--- src/hdl/htf_pkg.sv ---
// package for the histogram trough finder
// holds shared constants, the controller state type and the command/status structs
// no dependencies
`timescale 1ns / 1ps

package htf_pkg;

  // default parameter values
  localparam int WINDOW_DEF     = 5;
  localparam int MAX_FREQ_DEF   = 1024;
  localparam int COUNT_BITS_DEF = 48;

  // fixed port widths
  localparam int BIN_COUNT_W   = 48;
  localparam int TROUGH_FREQ_W = 10;
  localparam int AVERAGE_W     = 48;

  // quotient digits resolved per divider cycle
  localparam int DIV_DIGITS = 8;

  // controller states
  typedef enum logic [3:0] {
    S_IDLE,
    S_ROUTE,
    S_DIV,
    S_BEST,
    S_MUL,
    S_CHECK,
    S_EMIT_EARLY,
    S_FINISH,
    S_EMIT_LAST
  } state_t;

  // commands from controller to datapath
  typedef struct packed {
    logic take;          // latch the input word
    logic seed;          // first bin seeds the minimum
    logic window;        // push bin into the rolling window, start divide
    logic div_step;      // one divider step
    logic best_update;   // compare average against minimum
    logic mul;           // register the rise threshold
    logic emit;          // load the output register
    logic emit_early;    // stopped_early flag for the emitted word
    logic set_done;      // scan stopped, swallow remaining bins
    logic clear;         // return scan state to reset values
  } cmd_t;

  // status from datapath to controller
  typedef struct packed {
    logic active;        // bin is inside the scan
    logic first;         // bin is frequency one
    logic div_done;      // current divider cycle is the last one
    logic rise;          // window sum exceeds threshold
    logic last;          // latched last_bin mark
    logic done;          // scan already stopped early
    logic out_free;      // output register can take a word
  } status_t;

endpackage

--- src/hdl/htf_ctrl.sv ---
// controller state machine of the histogram trough finder
// sequences window update, divide, minimum update and rise check; uses htf_pkg
`timescale 1ns / 1ps

module htf_ctrl (
  input  logic             clk,
  input  logic             rst,
  input  logic             in_valid,
  output logic             in_stall,
  output htf_pkg::cmd_t    cmd,
  input  htf_pkg::status_t status
);
  import htf_pkg::*;

  state_t state, state_next;

  // state register
  always_ff @(posedge clk) begin
    if (rst) begin
      state <= S_IDLE;
    end else begin
      state <= state_next;
    end
  end

  // only take a word when the sequencer is free
  assign in_stall = (state != S_IDLE);

  // next state and commands
  always_comb begin
    state_next = state;
    cmd        = '0;
    unique case (state)
      S_IDLE: begin
        if (in_valid) begin
          cmd.take   = 1'b1;
          state_next = S_ROUTE;
        end
      end
      S_ROUTE: begin
        if (!status.active) begin
          state_next = S_FINISH;
        end else if (status.first) begin
          cmd.seed   = 1'b1;
          state_next = S_FINISH;
        end else begin
          cmd.window = 1'b1;
          state_next = S_DIV;
        end
      end
      S_DIV: begin
        cmd.div_step = 1'b1;
        if (status.div_done) begin
          state_next = S_BEST;
        end
      end
      S_BEST: begin
        cmd.best_update = 1'b1;
        state_next      = S_MUL;
      end
      S_MUL: begin
        cmd.mul    = 1'b1;
        state_next = S_CHECK;
      end
      S_CHECK: begin
        state_next = status.rise ? S_EMIT_EARLY : S_FINISH;
      end
      S_EMIT_EARLY: begin
        if (status.out_free) begin
          cmd.emit       = 1'b1;
          cmd.emit_early = 1'b1;
          cmd.set_done   = 1'b1;
          state_next     = S_FINISH;
        end
      end
      S_FINISH: begin
        if (!status.last) begin
          state_next = S_IDLE;
        end else if (status.done) begin
          cmd.clear  = 1'b1;
          state_next = S_IDLE;
        end else begin
          state_next = S_EMIT_LAST;
        end
      end
      S_EMIT_LAST: begin
        if (status.out_free) begin
          cmd.emit   = 1'b1;
          cmd.clear  = 1'b1;
          state_next = S_IDLE;
        end
      end
      default: begin
        state_next = S_IDLE;
      end
    endcase
  end

endmodule

--- src/hdl/htf_dpath.sv ---
// datapath of the histogram trough finder
// rolling window, digit-serial divider, minimum tracking and output register; uses htf_pkg
`timescale 1ns / 1ps

module htf_dpath #(
  parameter int WINDOW     = htf_pkg::WINDOW_DEF,
  parameter int MAX_FREQ   = htf_pkg::MAX_FREQ_DEF,
  parameter int COUNT_BITS = htf_pkg::COUNT_BITS_DEF
) (
  input  logic                              clk,
  input  logic                              rst,
  input  htf_pkg::cmd_t                     cmd,
  output htf_pkg::status_t                  status,
  input  logic [htf_pkg::BIN_COUNT_W-1:0]   bin_count,
  input  logic                              last_bin,
  output logic                              out_valid,
  input  logic                              out_stall,
  output logic [htf_pkg::TROUGH_FREQ_W-1:0] trough_freq,
  output logic [htf_pkg::AVERAGE_W-1:0]     trough_average,
  output logic                              stopped_early
);
  import htf_pkg::*;

  localparam int CW     = COUNT_BITS;
  localparam int SW     = CW + $clog2(WINDOW);
  localparam int FLW    = $clog2(WINDOW + 1);
  localparam int SLW    = (WINDOW > 1) ? $clog2(WINDOW) : 1;
  localparam int FW     = $clog2(MAX_FREQ);
  localparam int NSTEPS = (SW + DIV_DIGITS - 1) / DIV_DIGITS;
  localparam int QW     = NSTEPS * DIV_DIGITS;
  localparam int CNTW   = (NSTEPS > 1) ? $clog2(NSTEPS) : 1;
  localparam int MW     = CW + $clog2(2 * WINDOW);
  localparam int PW     = (MW > 64) ? 64 : MW;

  // input word
  logic [CW-1:0] v_reg;
  logic          last_reg;

  // scan state
  logic [CW-1:0]  win [WINDOW];
  logic [SW-1:0]  sum;
  logic [FLW-1:0] fill;
  logic [SLW-1:0] slot;
  logic [CW-1:0]  best;
  logic [FW-1:0]  best_freq;
  logic [FW-1:0]  pos;
  logic           done;

  // divider and threshold
  logic [QW-1:0]   dvd, dvd_next;
  logic [FLW-1:0]  rem, rem_next;
  logic [CNTW-1:0] cnt;
  logic [PW-1:0]   thr;

  logic [FW:0]    pos_inc;
  logic           full;
  logic [SW-1:0]  sum_new;
  logic [FLW-1:0] fill_new;
  logic [CW-1:0]  ave;

  // window arithmetic
  assign pos_inc  = {1'b0, pos} + (FW + 1)'(1);
  assign full     = (fill == FLW'(WINDOW));
  assign sum_new  = full ? (sum + SW'(v_reg) - SW'(win[slot])) : (sum + SW'(v_reg));
  assign fill_new = full ? fill : (fill + FLW'(1));
  assign ave      = dvd[CW-1:0];

  // status to controller
  always_comb begin
    status          = '0;
    status.active   = !done && (pos_inc < (FW + 1)'(MAX_FREQ));
    status.first    = (pos == '0);
    status.div_done = (cnt == CNTW'(NSTEPS - 1));
    status.rise     = (thr < PW'(sum));
    status.last     = last_reg;
    status.done     = done;
    status.out_free = !out_valid || !out_stall;
  end

  // input capture
  always_ff @(posedge clk) begin
    if (cmd.take) begin
      v_reg    <= CW'(bin_count);
      last_reg <= last_bin;
    end
  end

  // window values, only read once written in the current histogram
  always_ff @(posedge clk) begin
    if (cmd.window) begin
      win[slot] <= v_reg;
    end
  end

  // scan state
  always_ff @(posedge clk) begin
    if (rst || cmd.clear) begin
      sum       <= '0;
      fill      <= '0;
      slot      <= '0;
      best      <= '0;
      best_freq <= FW'(1);
      pos       <= '0;
      done      <= 1'b0;
    end else begin
      if (cmd.seed) begin
        best      <= v_reg;
        best_freq <= FW'(1);
        pos       <= pos_inc[FW-1:0];
      end
      if (cmd.window) begin
        pos  <= pos_inc[FW-1:0];
        sum  <= sum_new;
        fill <= fill_new;
        slot <= (slot == SLW'(WINDOW - 1)) ? '0 : slot + SLW'(1);
      end
      if (cmd.best_update && (ave < best)) begin
        best      <= ave;
        best_freq <= pos - FW'(fill >> 1);
      end
      if (cmd.set_done) begin
        done <= 1'b1;
      end
    end
  end

  // long division by the fill count, remainder stays below the divisor
  always_comb begin
    logic [FLW:0]  r2;
    logic          q;
    rem_next = rem;
    dvd_next = dvd;
    for (int i = 0; i < DIV_DIGITS; i++) begin
      r2       = {rem_next, dvd_next[QW-1]};
      q        = (r2 >= {1'b0, fill});
      r2       = q ? (r2 - {1'b0, fill}) : r2;
      rem_next = r2[FLW-1:0];
      dvd_next = {dvd_next[QW-2:0], q};
    end
  end

  // divider registers and rise threshold
  always_ff @(posedge clk) begin
    if (cmd.window) begin
      dvd <= QW'(sum_new);
      rem <= '0;
      cnt <= '0;
    end else if (cmd.div_step) begin
      dvd <= dvd_next;
      rem <= rem_next;
      cnt <= cnt + CNTW'(1);
    end
    if (cmd.mul) begin
      thr <= PW'(MW'(best) * MW'(2 * WINDOW));
    end
  end

  // output register
  always_ff @(posedge clk) begin
    if (rst) begin
      out_valid <= 1'b0;
    end else if (cmd.emit) begin
      out_valid <= 1'b1;
    end else if (!out_stall) begin
      out_valid <= 1'b0;
    end
  end

  always_ff @(posedge clk) begin
    if (cmd.emit) begin
      trough_freq    <= TROUGH_FREQ_W'(best_freq);
      trough_average <= AVERAGE_W'(best);
      stopped_early  <= cmd.emit_early;
    end
  end

endmodule

--- src/hdl/histogram_trough_finder.sv ---
// top level of the histogram trough finder
// joins htf_ctrl and htf_dpath; uses htf_pkg
`timescale 1ns / 1ps

// Usage: histogram bin counts enter on the input channel (bin_count, last_bin,
// in_valid, in_stall), one word per frequency starting at frequency 1. The
// result word (trough_freq, trough_average, stopped_early) leaves on the output
// channel (out_valid, out_stall); at most one result per histogram.
// A word is moved on a rising edge where valid is high and stall is low.
// Sequencing: one input word at a time. A bin that is ignored, or the first bin,
// passes through the route and finish states; a window bin also passes through
// the divide, minimum, threshold and rise check states, the divide stepping the
// digit-serial divider, which resolves 8 quotient digits per cycle. A result adds
// an emit state and is visible on the output in the cycle after it.
// Early stop gives the result right away; the bins after it up to the last are
// swallowed. Otherwise the result follows the bin marked last.
// The output register holds a result while out_stall is high; the block keeps
// taking bins until it needs to write a further result.
// Reset (rst, synchronous) clears the scan state and the output valid; after
// the last bin the scan state returns to reset for the next histogram.

module histogram_trough_finder #(
  parameter int WINDOW     = htf_pkg::WINDOW_DEF,
  parameter int MAX_FREQ   = htf_pkg::MAX_FREQ_DEF,
  parameter int COUNT_BITS = htf_pkg::COUNT_BITS_DEF
) (
  input  logic                              clk,
  input  logic                              rst,
  input  logic                              in_valid,
  output logic                              in_stall,
  input  logic [htf_pkg::BIN_COUNT_W-1:0]   bin_count,
  input  logic                              last_bin,
  output logic                              out_valid,
  input  logic                              out_stall,
  output logic [htf_pkg::TROUGH_FREQ_W-1:0] trough_freq,
  output logic [htf_pkg::AVERAGE_W-1:0]     trough_average,
  output logic                              stopped_early
);
  import htf_pkg::*;

  cmd_t    cmd;
  status_t status;

  // sequencer
  htf_ctrl u_ctrl (
    .clk      (clk),
    .rst      (rst),
    .in_valid (in_valid),
    .in_stall (in_stall),
    .cmd      (cmd),
    .status   (status)
  );

  // window, divider and result datapath
  htf_dpath #(
    .WINDOW     (WINDOW),
    .MAX_FREQ   (MAX_FREQ),
    .COUNT_BITS (COUNT_BITS)
  ) u_dpath (
    .clk            (clk),
    .rst            (rst),
    .cmd            (cmd),
    .status         (status),
    .bin_count      (bin_count),
    .last_bin       (last_bin),
    .out_valid      (out_valid),
    .out_stall      (out_stall),
    .trough_freq    (trough_freq),
    .trough_average (trough_average),
    .stopped_early  (stopped_early)
  );

endmodule

--- config.mk ---
export PLATFORM = sky130hd
export DESIGN_NAME = histogram_trough_finder
export DESIGN_NICKNAME = d
export VERILOG_FILES = /design/src/hdl/htf_pkg.sv /design/src/hdl/htf_ctrl.sv /design/src/hdl/htf_dpath.sv /design/src/hdl/histogram_trough_finder.sv
export SDC_FILE = /design/constraint.sdc
export NUM_CORES = 1
export LEC_CHECK = 0
export BUFFER_PORTS_ARGS = -buffer_cell sky130_fd_sc_hd__clkbuf_2
export CAP_MARGIN = 20
export CORE_MARGIN = 2
export CORE_UTILIZATION = 60
export CTS_BUF_LIST = sky130_fd_sc_hd__clkbuf_8
export DETAILED_ROUTE_END_ITERATION = 10
export PLACE_DENSITY_LB_ADDON = 0.12
export SYNTH_ARGS = -nofsm -noshare
export SYNTH_HDL_FRONTEND = slang
export SYNTH_SLANG_ARGS = --single-unit
--- constraint.sdc ---
create_clock -name clk -period 24.9 [get_ports clk]
set_input_delay 1.245 -clock clk [delete_from_list [all_inputs] [get_ports clk]]
set_output_delay 1.245 -clock clk [all_outputs]
set_load 0.005 [all_outputs]
### Word level (Yosys, flattened, before mapping)

Memory sizes are Yosys's and may differ from the RTL's. A register that Yosys moved wholly into a read port is not among the register bits.
Cells that the tools add are included.

| storage, ports and cells | value |
|---|---|
| input port bits | 53 |
| memories kept | 1 |
| logic and storage cells | 129 |
| ROM bits | 0 |
| output and inout bits | 61 |
| latch bits | 0 |
| bits in writable memories | 240 |
| bits in registers | 352 |

Memories:

| name | words | bits a word | read ports | clocked after Yosys merged registers in | wr ports | line | source |
|---|---|---|---|---|---|---|---|
| u_dpath.win | 5 | 48 | 1 | 1 | 1 | htf_dpath.sv:40 | `logic [CW-1:0] win [WINDOW];` |

| operators by class | value |
|---|---|
| reductions and logical operators | 15 |
| shift-type cells | 0 |
| add/sub/neg operators | 15 |
| magnitude comparators | 11 |
| multiplexer cells | 50 |
| bitwise gates (word level) | 1 |
| divide/modulo/power cells | 0 |
| eq/ne operators | 16 |
| multiply operators | 1 |

Operators with widths:

| cell | number |
|---|---|
| $mux 51 | 3 |
| $mux 48 | 2 |
| $lt 52x51->1 | 1 |
| $add 51x48->51 | 1 |
| $mul 48x3->51 const B | 1 |
| $sub 51x48->51 | 1 |
| $lt 48x48->1 | 1 |
| $mux 3 | 14 |
| $mux 10 | 4 |
| $pmux 4 s9 | 1 |
| $ge 4x3->1 | 8 |
| $mux 4 | 6 |
| $sub 3x3->3 | 8 |
| $eq 4x3->1 const B | 4 |
| $mux 1 | 16 |
| $add 10x1->11 const B | 1 |
| $lt 11x11->1 const B | 1 |
| $logic_not 10->1 | 1 |
| $sub 10x2->10 | 1 |
| $add 3x1->3 const B | 3 |
| $eq 3x3->1 const B | 3 |
| $eq 4x2->1 const B | 2 |
| $ne 2x2->1 const B | 4 |
| $reduce_bool 2->1 | 3 |
| 13 further kinds | 19 |

### Longest topological paths before layout

Gate-level depths: netlist of the first run.

| logic depth | value |
|---|---|
| depth in word-level cells | 17 |
| gate-level depth with buffers | 61 |
| mapped depth without buffers | 61 |

### Modules after synthesis

From an unflattened synthesis of the first run, not the netlist that was laid out.

| unflattened totals | value |
|---|---|
| cell total of the unflattened synthesis | 2918 |
| area, all modules | 33636.0 um2 |

Modules (own cells, without submodules):

| module | cells an instance | area each (um2) | instances |
|---|---|---|---|
| htf_dpath | 2874 | 33295.7 | 1 |
| htf_ctrl | 44 | 340.3 | 1 |

### Worst setup path before layout of the first run

No wires, ideal clock.

| timing | value |
|---|---|
| kind | register -> register |
| from | register u_dpath.fill[1] |
| to | register u_dpath.dvd[0] (data pin) |
| clock period less this slack | 11.294 ns |
| cell stages (with the launch flop) | 57 |
| data required time | 24.638 ns |
| arrival | 11.032 ns |
| setup time | 0.262 ns |
| setup slack | 13.606 ns |
| path buffers | 0 |
| cells stage by stage | dfxtp_1 > inv_1 > fa_1 > a211o_1 > or3b_1 > nand2_1 > ha_1 > nor2b_1 > a311oi_1 > o21ai_0 > nor2_1 > a21oi_1 > inv_1 > fa_1 > a21bo_2 > a21oi_1 > o21ai_0 > mux2i_4 > (+21 left out) > nand2_1 > a21boi_0 > ha_1 > nand2_1 > nand2_1 > a21oi_1 > inv_1 > a2111oi_1 > mux2_4 > mux2i_1 > ha_1 > a21o_1 > a21o_1 > inv_1 > o2111ai_1 > mux2_4 > nand2_1 > nand2_1 |

| between the ends | value |
|---|---|
| longest elaborated chain between the ends | 17 |
| elaborated cells between the ends (all ways) | 26 |

RTL lines:

| what | line | source |
|---|---|---|
| start: declaration | htf_dpath.sv:42 | `logic [FLW-1:0] fill;` |
| start signal: assignment | htf_dpath.sv:114 | `fill <= fill_new;` |
| $ge 4x3->1 / $sub 3x3->3 (equally long branches) | htf_dpath.sv:135, htf_dpath.sv:136 |  |
| $mux 3 | htf_dpath.sv:136 | `r2 = q ? (r2 - {1'b0, fill}) : r2;` |
| $ge 4x3->1 / $sub 3x3->3 (equally long branches) | htf_dpath.sv:135, htf_dpath.sv:136 |  |
| $mux 3 | htf_dpath.sv:136 |  |
| $ge 4x3->1 / $sub 3x3->3 (equally long branches) | htf_dpath.sv:135, htf_dpath.sv:136 |  |
| $mux 3 | htf_dpath.sv:136 |  |
| $ge 4x3->1 / $sub 3x3->3 (equally long branches) | htf_dpath.sv:135, htf_dpath.sv:136 |  |
| $mux 3 | htf_dpath.sv:136 |  |
| $ge 4x3->1 / $sub 3x3->3 (equally long branches) | htf_dpath.sv:135, htf_dpath.sv:136 |  |
| $mux 3 | htf_dpath.sv:136 |  |
| $ge 4x3->1 / $sub 3x3->3 (equally long branches) | htf_dpath.sv:135, htf_dpath.sv:136 |  |
| $mux 3 | htf_dpath.sv:136 |  |
| $ge 4x3->1 / $sub 3x3->3 (equally long branches) | htf_dpath.sv:135, htf_dpath.sv:136 |  |
| $mux 3 | htf_dpath.sv:136 |  |
| $ge 4x3->1 | htf_dpath.sv:135 | `q = (r2 >= {1'b0, fill});` |
| $mux 51 | htf_dpath.sv:148 | `end else if (cmd.div_step) begin` |
| $mux 51 * | htf_dpath.sv:144 | `if (cmd.window) begin` |
| end signal: assignment | htf_dpath.sv:145 | `dvd <= QW'(sum_new);` |
| end signal: assignment | htf_dpath.sv:149 | `dvd <= dvd_next;` |
| end: declaration | htf_dpath.sv:50 | `logic [QW-1:0] dvd, dvd_next;` |

Mark *: on every way between the ends. The rest lies on a longest branch, timed or not. The select of a mux whose other input is x is not followed.
A chain may end at the register's enable or synchronous reset.

### Worst setup path in the final report of the first run

Ends and elaborated chain as after synthesis.

==> impl_metrics.yaml, run 1 <==
logic_synthesis:
  syn_nets: 3440
  synthTopCellsByArea: "edfxtp_1 39%, ha_1 12%, dfxtp_1 8.5%"
  avgSynthCellArea_um2: 11.21
  netlist_area_um2: 34270
  syn_inst: 3056
  ys_warn_count: 0
  synth_edf_count: 450
  ys_seq_elements: 595
  synth_top_area_share_pct: 39.43
  seq_area_frac_synth_pct: 47.90
  postSynth.asyncResetShare_pct: 0
  ys.flop_type: "edfxtp_1"
  yosys.area.top_type: "edfxtp_1"
  synth.distinct_cells: 86
timing:
  worst_slack_ns: 11.40
  report.final.setup_viol: 0
  fin_setup_tns_ns: 0
  rsz0062_at_grt: "false"
  finalClockSkew_ns: 0.04305
  tightest_slew_ns: 1.002
  fmax_ghz: 0.07410
  finalHoldViolCount: 0
  drv_slew: 0
  period_minus_slack_ns: 13.50
  slew-limit-headroom_pct: 32.80
  fin_crit_sh_pct: 54.20
run_status:
  status: "finished clean"
setup_path:
  path_class: "reg2reg"
  r2r_slack_ns: 11.40
  rr_endpoint: "u_dpath.dvd[0]"
  path_buf_inv: 6
  cp-startpoint: "u_dpath.fill[1]"
  cp-end-kind: "flip-flop"
  cp.arrival_ns: 13.92
  r2r_cells: 56
  crit_slowest_cell: "dfxtp_1"
  crit_required_ns: 25.32
  max_stage_delay_ns: 0.81
  rr_startpoint: "u_dpath.fill[1]"
  crit_cells: 56
  crit_top_cell: "nand2_1"
  cp-endpoint: "u_dpath.dvd[0]"
  startpoint_type: "flip-flop"
  critPathMaxFanout: 11
  critPathTopFamily: "compound AO/OA/AOI/OAI gates"
die:
  die_w_um: 243
  start_util_pct: 60.78
  core_area_um2: 56390
  chipHeight_um: 243
  dieArea_um2: 59050
  row_count: 87
  ios: 114
routing:
  finalWirelength_um: 92760
  vias: 24770
  routed.top_layer: "met4"
  wl_per_cell_um: 23.08
  route.antenna.remaining_nets: 0
  dr_wl_met3_um: 3976
  drtIter0Drc: 1760
  met2_length_um: 45870
  avgViaCountPerCell: 6.163
  met1_length_um: 38720
  drtPass1Iterations: 8
  drt_drc_violations_left: 0
clock_tree:
  root_buffer: "clkbuf_8"
  holdBufCountCts: 0
  clk_latency_ns: 0.71
  htreeDepth: 3
  cts_buffers: 98
  cts_tree: "done"
  cts.path.max_buffers: 3
  post-cts-setup-buffers: 0
  path_clk_slew_ns: 0.07
  cts_sinks: 595
  postCtsResizedCells: 0
cells_and_area:
  areaGrowthSynthToFinish_pct: 9.419
  fillCellCount: 4392
  drive_gt1_share_pct: 12.66
  regMostFlops: "u_dpath.win"
  fin_nets: 3567
  top_regs: "u_dpath.win (240), u_dpath.dvd (56)"
  largest_register_ffs: 240
grt:
  grt.total_usage_pct: 31.18
  grt_pass1_vias: 24240
  grt_pass1_wl_um: 141600
  antenna_found_initial: 1
  grt_max_degree: 88
  grt_overflow: 0
place:
  place_ws_ns: 11.54
  routabilityCongestion: 0.9496
  port_buffers: 113
  place_hpwl_um: 68270
power_and_ir_drop:
  ir_drop_mv: 0.08270
  p_leak_uw: 0.01509
  power_density_nw_per_um2: 118.1
job:
  drv_cap: 0
hold_path:
  hp-class: "reg2reg"
[where the power goes]
| part | total (µW) | internal, µW | switching (µW) |
|---|---|---|---|
| Combinational | 2100 | 872 | 1230 |
| Clock | 812 | 419 | 393 |
| Sequential | 1520 | 1310 | 209 |
[cell usage in the layout (no fill, tap or decap), types with 119 or more instances in the layout]
cell and n:
nor2_1 164, dfxtp_1 142, o21ai_0 119, mux2i_1 123
edfxtp_1 450, ha_1 319, nand2_1 295, a21oi_1 206
inv_1 217, a21o_1 121
[worst reg2reg max path: cells and delay by family (launching register included)]
kind	cells	cell delay, ns
and+or+nand+nor	11	1.27
AOI/OAI and AO/OA	25	5.78
buffers and inverters	6	0.97
DFF	1	0.81
adders and majority gates	8	2.48
muxes	6	1.93
[area by class of cell]
type	count	area, µm²	share of cell area, %
multi-input combinational	2169	16840	44.91
tap	756	945.9	2.522
clock inverter	71	360.3	0.9609
clock buffer	108	1486	3.964
timing repair buffer	141	775.7	2.069
sequential	595	16420	43.79
inverter	178	668.1	1.782
antenna	1	2.502	0.006673
[worst min path at each step]
stage	start	to	slack, ns	cells after the start
6_report	u_dpath.best_freq[4]	u_dpath.trough_freq[4]	0.44	0
5_1_grt	u_dpath.best_freq[8]	u_dpath.trough_freq[8]	0.45	0
4_1_cts	u_dpath.best_freq[4]	u_dpath.trough_freq[4]	0.43	0
2_1_floorplan	u_dpath.best_freq[1]	u_dpath.trough_freq[1]	0.41	0
3_3_place_gp	u_dpath.best_freq[7]	u_dpath.trough_freq[7]	0.42	0
3_5_place_dp	u_dpath.best_freq[6]	u_dpath.trough_freq[6]	0.41	0
[layer usage]
metal	vias up	global-route usage, %
li1	11700	-
met1	12100	39.65
met2	766	53.46
met3	206	4.036
met4	0	13.75
met5	-	0
[through the flow]
stage | total power [µW] | hold WS [ns] | util [%] | cells | area [µm²]
floorplan | 3030 | 0.4079 | - | 3056 | 34270
global placement | 3544 | 0.4152 | 63.23 | 3839 | 35650
detailed placement | 3605 | 0.4138 | 63.23 | 3839 | 35650
CTS | 4428 | 0.4316 | 66.50 | 4018 | 37500
global route | 4736 | 0.4487 | 66.51 | 4019 | 37500
finish | 4428 | 0.4353 | 66.51 | 4019 | 37500
[cell usage after synthesis (all sizes together), types with 12 or more instances]
library cell / n
xnor2: 93
and3: 15
nand2b: 28
buf: 18
mux4: 48
and2: 13
xor2: 53
o21bai: 24
or3: 16
fa: 12
a21oi: 207
nor2b: 20
edfxtp: 450
nor3: 25
inv: 178
mux2i: 125
o211ai: 38
o21ai: 127
nand3: 52
ha: 319
nor2: 164
o21a: 40
clkbuf: 96
a211oi: 38
dfxtp: 145
o211a: 27
a41oi: 12
nand2: 297
a21o: 122
a31oi: 29
mux2: 52
nand4: 36
[kinds of logic after synthesis]
kind of cell	Yosys count	share of synthesized area [%]
AND/OR/NAND/NOR	711	9.510
adder cells (fa/ha/maj)	331	12.35
buffers and inverters	292	3.224
XOR/XNOR	146	3.731
multiplexers	225	8.608
AO/OA/AOI/OAI	756	14.68
flip-flops	595	47.90
(Power assumes the default switching activity.)
==> run 2: changes to the inputs <==
--- a/config.mk
+++ b/config.mk
@@ -5,6 +5,7 @@
 export SDC_FILE = /design/constraint.sdc
 export NUM_CORES = 1
 export LEC_CHECK = 0
+export ABC_AREA = 1
 export BUFFER_PORTS_ARGS = -buffer_cell sky130_fd_sc_hd__clkbuf_2
 export CAP_MARGIN = 20
 export CORE_MARGIN = 2
==> constraint.sdc (replaced) <==
create_clock -name clk -period 12.65 [get_ports clk]
set_input_delay 0.6325 -clock clk [delete_from_list [all_inputs] [get_ports clk]]
set_output_delay 0.6325 -clock clk [all_outputs]
set_load 0.005 [all_outputs]
==> run 2 against run 1 <==
- clock power grew 110%
- synthesized area grew 1.9%
- synthesized cell count grew 28%
- largest power group unchanged
- fmax grew 26%
- largest cell class unchanged
- cell count grew 22%
- critical path depth grew 7
- global-route usage grew 2.2 points
==> impl_metrics.yaml, run 2 <==
logic_synthesis:
  synthAdderAreaFrac_pct: 12.12
  netlist_area_um2: 34920
  ys_warn_count: 0
  synth_top_area_share_pct: 38.69
  synthTopCellsByArea: "edfxtp_1 39%, ha_1 11%, nand2_1 8.7%"
  synthTopCellsByCount: "812 x nand2_1, 450 x edfxtp_1, 449 x inv_1"
  synth_edf_count: 450
  synth-compound-area-share_pct: 14.20
  yosys.area.top_type: "edfxtp_1"
  synth_simple_gate_area_share_pct: 16.34
  ys_seq_elements: 595
  syn_nets: 4295
  synth_xor_xnor_area_share_pct: 3.085
  avgSynthCellArea_um2: 8.930
  postSynth.asyncResetShare_pct: 0
  ys.flop_type: "edfxtp_1"
  synth_top_family_by_area: "simple AND/OR/NAND/NOR gates"
  synthMuxAreaShare_pct: 1.318
  synth.distinct_cells: 59
  yosysMostFrequentCell: "nand2_1"
  syn_inst: 3911
  seq_area_frac_synth_pct: 47.00
place:
  place_hpwl_um: 75010
  routabilityCongestion: 1.021
  place_ws_ns: 1.944
  placed_area_um2: 36470
  place_inst: 4735
  port_buffers: 113
setup_path:
  r2r_slack_ns: 1.94
  critPathMaxFanout: 12
  cp-end-kind: "flip-flop"
  crit_required_ns: 13.25
  critPathTopFamily: "adder cells"
  path_buf_inv: 13
  crit_top_cell: "nand2_1"
  path_class: "reg2reg"
  max_stage_delay_ns: 0.72
  r2r_cells: 63
  cp.arrival_ns: 11.31
  rr_endpoint: "u_dpath.rem[1]"
  startpoint_type: "flip-flop"
  crit_slowest_cell: "dfxtp_1"
  rr_startpoint: "u_dpath.fill[1]"
clock_tree:
  path_clk_slew_ns: 0.06
  postCtsResizedCells: 0
  cts_buffers: 97
  holdBufCountCts: 0
  post-cts-setup-buffers: 0
  cts_tree: "done"
  cts_sinks: 595
  clk_latency_ns: 0.73
  htreeDepth: 3
  root_buffer: "clkbuf_8"
  cts.path.max_buffers: 3
cells_and_area:
  regArea_um2: 16420
  areaGrowthSynthToFinish_pct: 10.21
  drive_gt1_share_pct: 8.394
  layout.cells.non_filler: 4913
  finalInstanceArea_um2: 38490
  top_regs: "u_dpath.win (240), u_dpath.dvd (56)"
  regMostFlops: "u_dpath.win"
  fin_nets: 4453
  largest_register_ffs: 240
  mostFrequentLayoutCells: "811 x nand2_1, 471 x inv_1, 450 x edfxtp_1, 342 x nor2_1, 327 x a21oi_1"
  final_common_cell: "nand2_1"
  fillCellCount: 4748
  multiInputGateArea_um2: 16500
timing:
  worst_slack_ns: 1.939
  drv_slew: 0
  finalClockSkew_ns: 0.06329
  report.final.setup_viol: 0
  fin_setup_tns_ns: 0
  fin_crit_sh_pct: 84.67
  tightest_slew_ns: 0.9151
  period_minus_slack_ns: 10.71
  fmax_ghz: 0.09336
  finalHoldViolCount: 0
  rsz0062_at_grt: "false"
  slew-limit-headroom_pct: 39.00
power_and_ir_drop:
  p_leak_uw: 0.01594
  p_sw_uw: 4555
  power_density_nw_per_um2: 256.2
  swShare_pct: 46.19
  combinationalPowerShare_pct: 52.0
  p_clk_share_pct: 17.6
  internal_power_uw: 5306
  seq_power_share_pct: 30.5
  ir_drop_mv: 0.2978
routing:
  finalWirelength_um: 100700
  avgViaCountPerCell: 5.864
  drtPass1Iterations: 8
  drtIter0Drc: 2982
  route.antenna.remaining_nets: 0
  vias: 28810
  wl_per_cell_um: 20.50
  drt_drc_violations_left: 0
hold_path:
  hp-start: "bin_count[46]"
  whs_path_depth: 1
  min_to: "u_dpath.v_reg[46]"
  hp-class: "in2reg"
grt:
  grt_pass1_vias: 27280
  grt.total_usage_pct: 33.38
  grt_max_degree: 75
  grt_pass1_wl_um: 153300
  grt_overflow: 0
  antenna_found_initial: 1
die:
  chipHeight_um: 245.3
  core_area_um2: 57590
  start_util_pct: 60.65
  ios: 114
  row_count: 88
  die_w_um: 245.3
  dieArea_um2: 60150
run_status:
  status: "finished clean"
job:
  drv_cap: 0
==> run 2: cell types whose count changed in the layout (fill, tap and decap cells not counted), moves of 47 or more <==
cell     previous run  this run
nand2_1           295       811
inv_1             217       471
nor2_1            164       342
o21ai_0           119       279
a21oi_1           206       327
a21o_1            121        11
a31oi_1            28       108
mux2i_1           123        46
mux2_2             50         0
mux4_2             48         0
nand3_1            52        99
==> run 2: how the worst max path moves through the flow <==
stage,from,to,slack (ns),cells past startpoint
floorplan,u_dpath.fill[1],u_dpath.dvd[0],3.28,61
global placement,u_dpath.fill[1],u_dpath.dvd[0],2.24,61
detailed placement,u_dpath.fill[1],u_dpath.rem[1],1.94,63
CTS,u_dpath.fill[1],u_dpath.rem[1],1.87,63
global route,u_dpath.fill[1],u_dpath.rem[1],0.75,64
finish,u_dpath.fill[1],u_dpath.rem[1],1.94,63
==> run 2: cell type report <==
type / count / share of cell area, %
antenna: 2 / 0.01300
clock buffer: 113 / 4.041
clock inverter: 63 / 1.187
inverter: 454 / 4.434
multi-input combinational: 2765 / 42.87
sequential: 595 / 42.66
tap: 765 / 2.487
timing repair buffer: 156 / 2.308
==> run 2: power groups by stage <==
stage / sequential (µW) / combinational, µW / clock, µW
global route: 3020 / 5770 / 1830
global placement: 3020 / 4940 / 0
floorplan: 2850 / 3750 / 0
detailed placement: 3020 / 5020 / 0
CTS: 2990 / 5060 / 1750
finish: 3000 / 5120 / 1730
==> run 2: cell families (layout without fill, tap and decap cells) <==
kind of cell / after synthesis / in the layout
AOI/OAI and AO/OA: 885 / 885
xor gates and xnor gates: 123 / 123
adders and majority gates: 331 / 331
buffers and inverters: 551 / 786
DFF: 595 / 595
muxes: 46 / 46
other: 0 / 2
and+or+nand+nor: 1380 / 1380
==> run 2: layer usage <==
metal	part of all wire (%)	GRT usage (%)
met1	44	47.47
met2	45	52.22
met3	7.9	4.942
met4	3.6	11.71
met5	0	0
==> run 2: metrics by stage <==
step / total power, µW / hold WS [ns] / util (%)
floorplan: 6600 / 0.4030 / -
global placement: 7961 / 0.4114 / 63.33
detailed placement: 8043 / 0.4257 / 63.33
CTS: 9806 / 0.03424 / 66.83
global route: 10620 / 0.04525 / 66.83
finish: 9860 / 0.07813 / 66.84
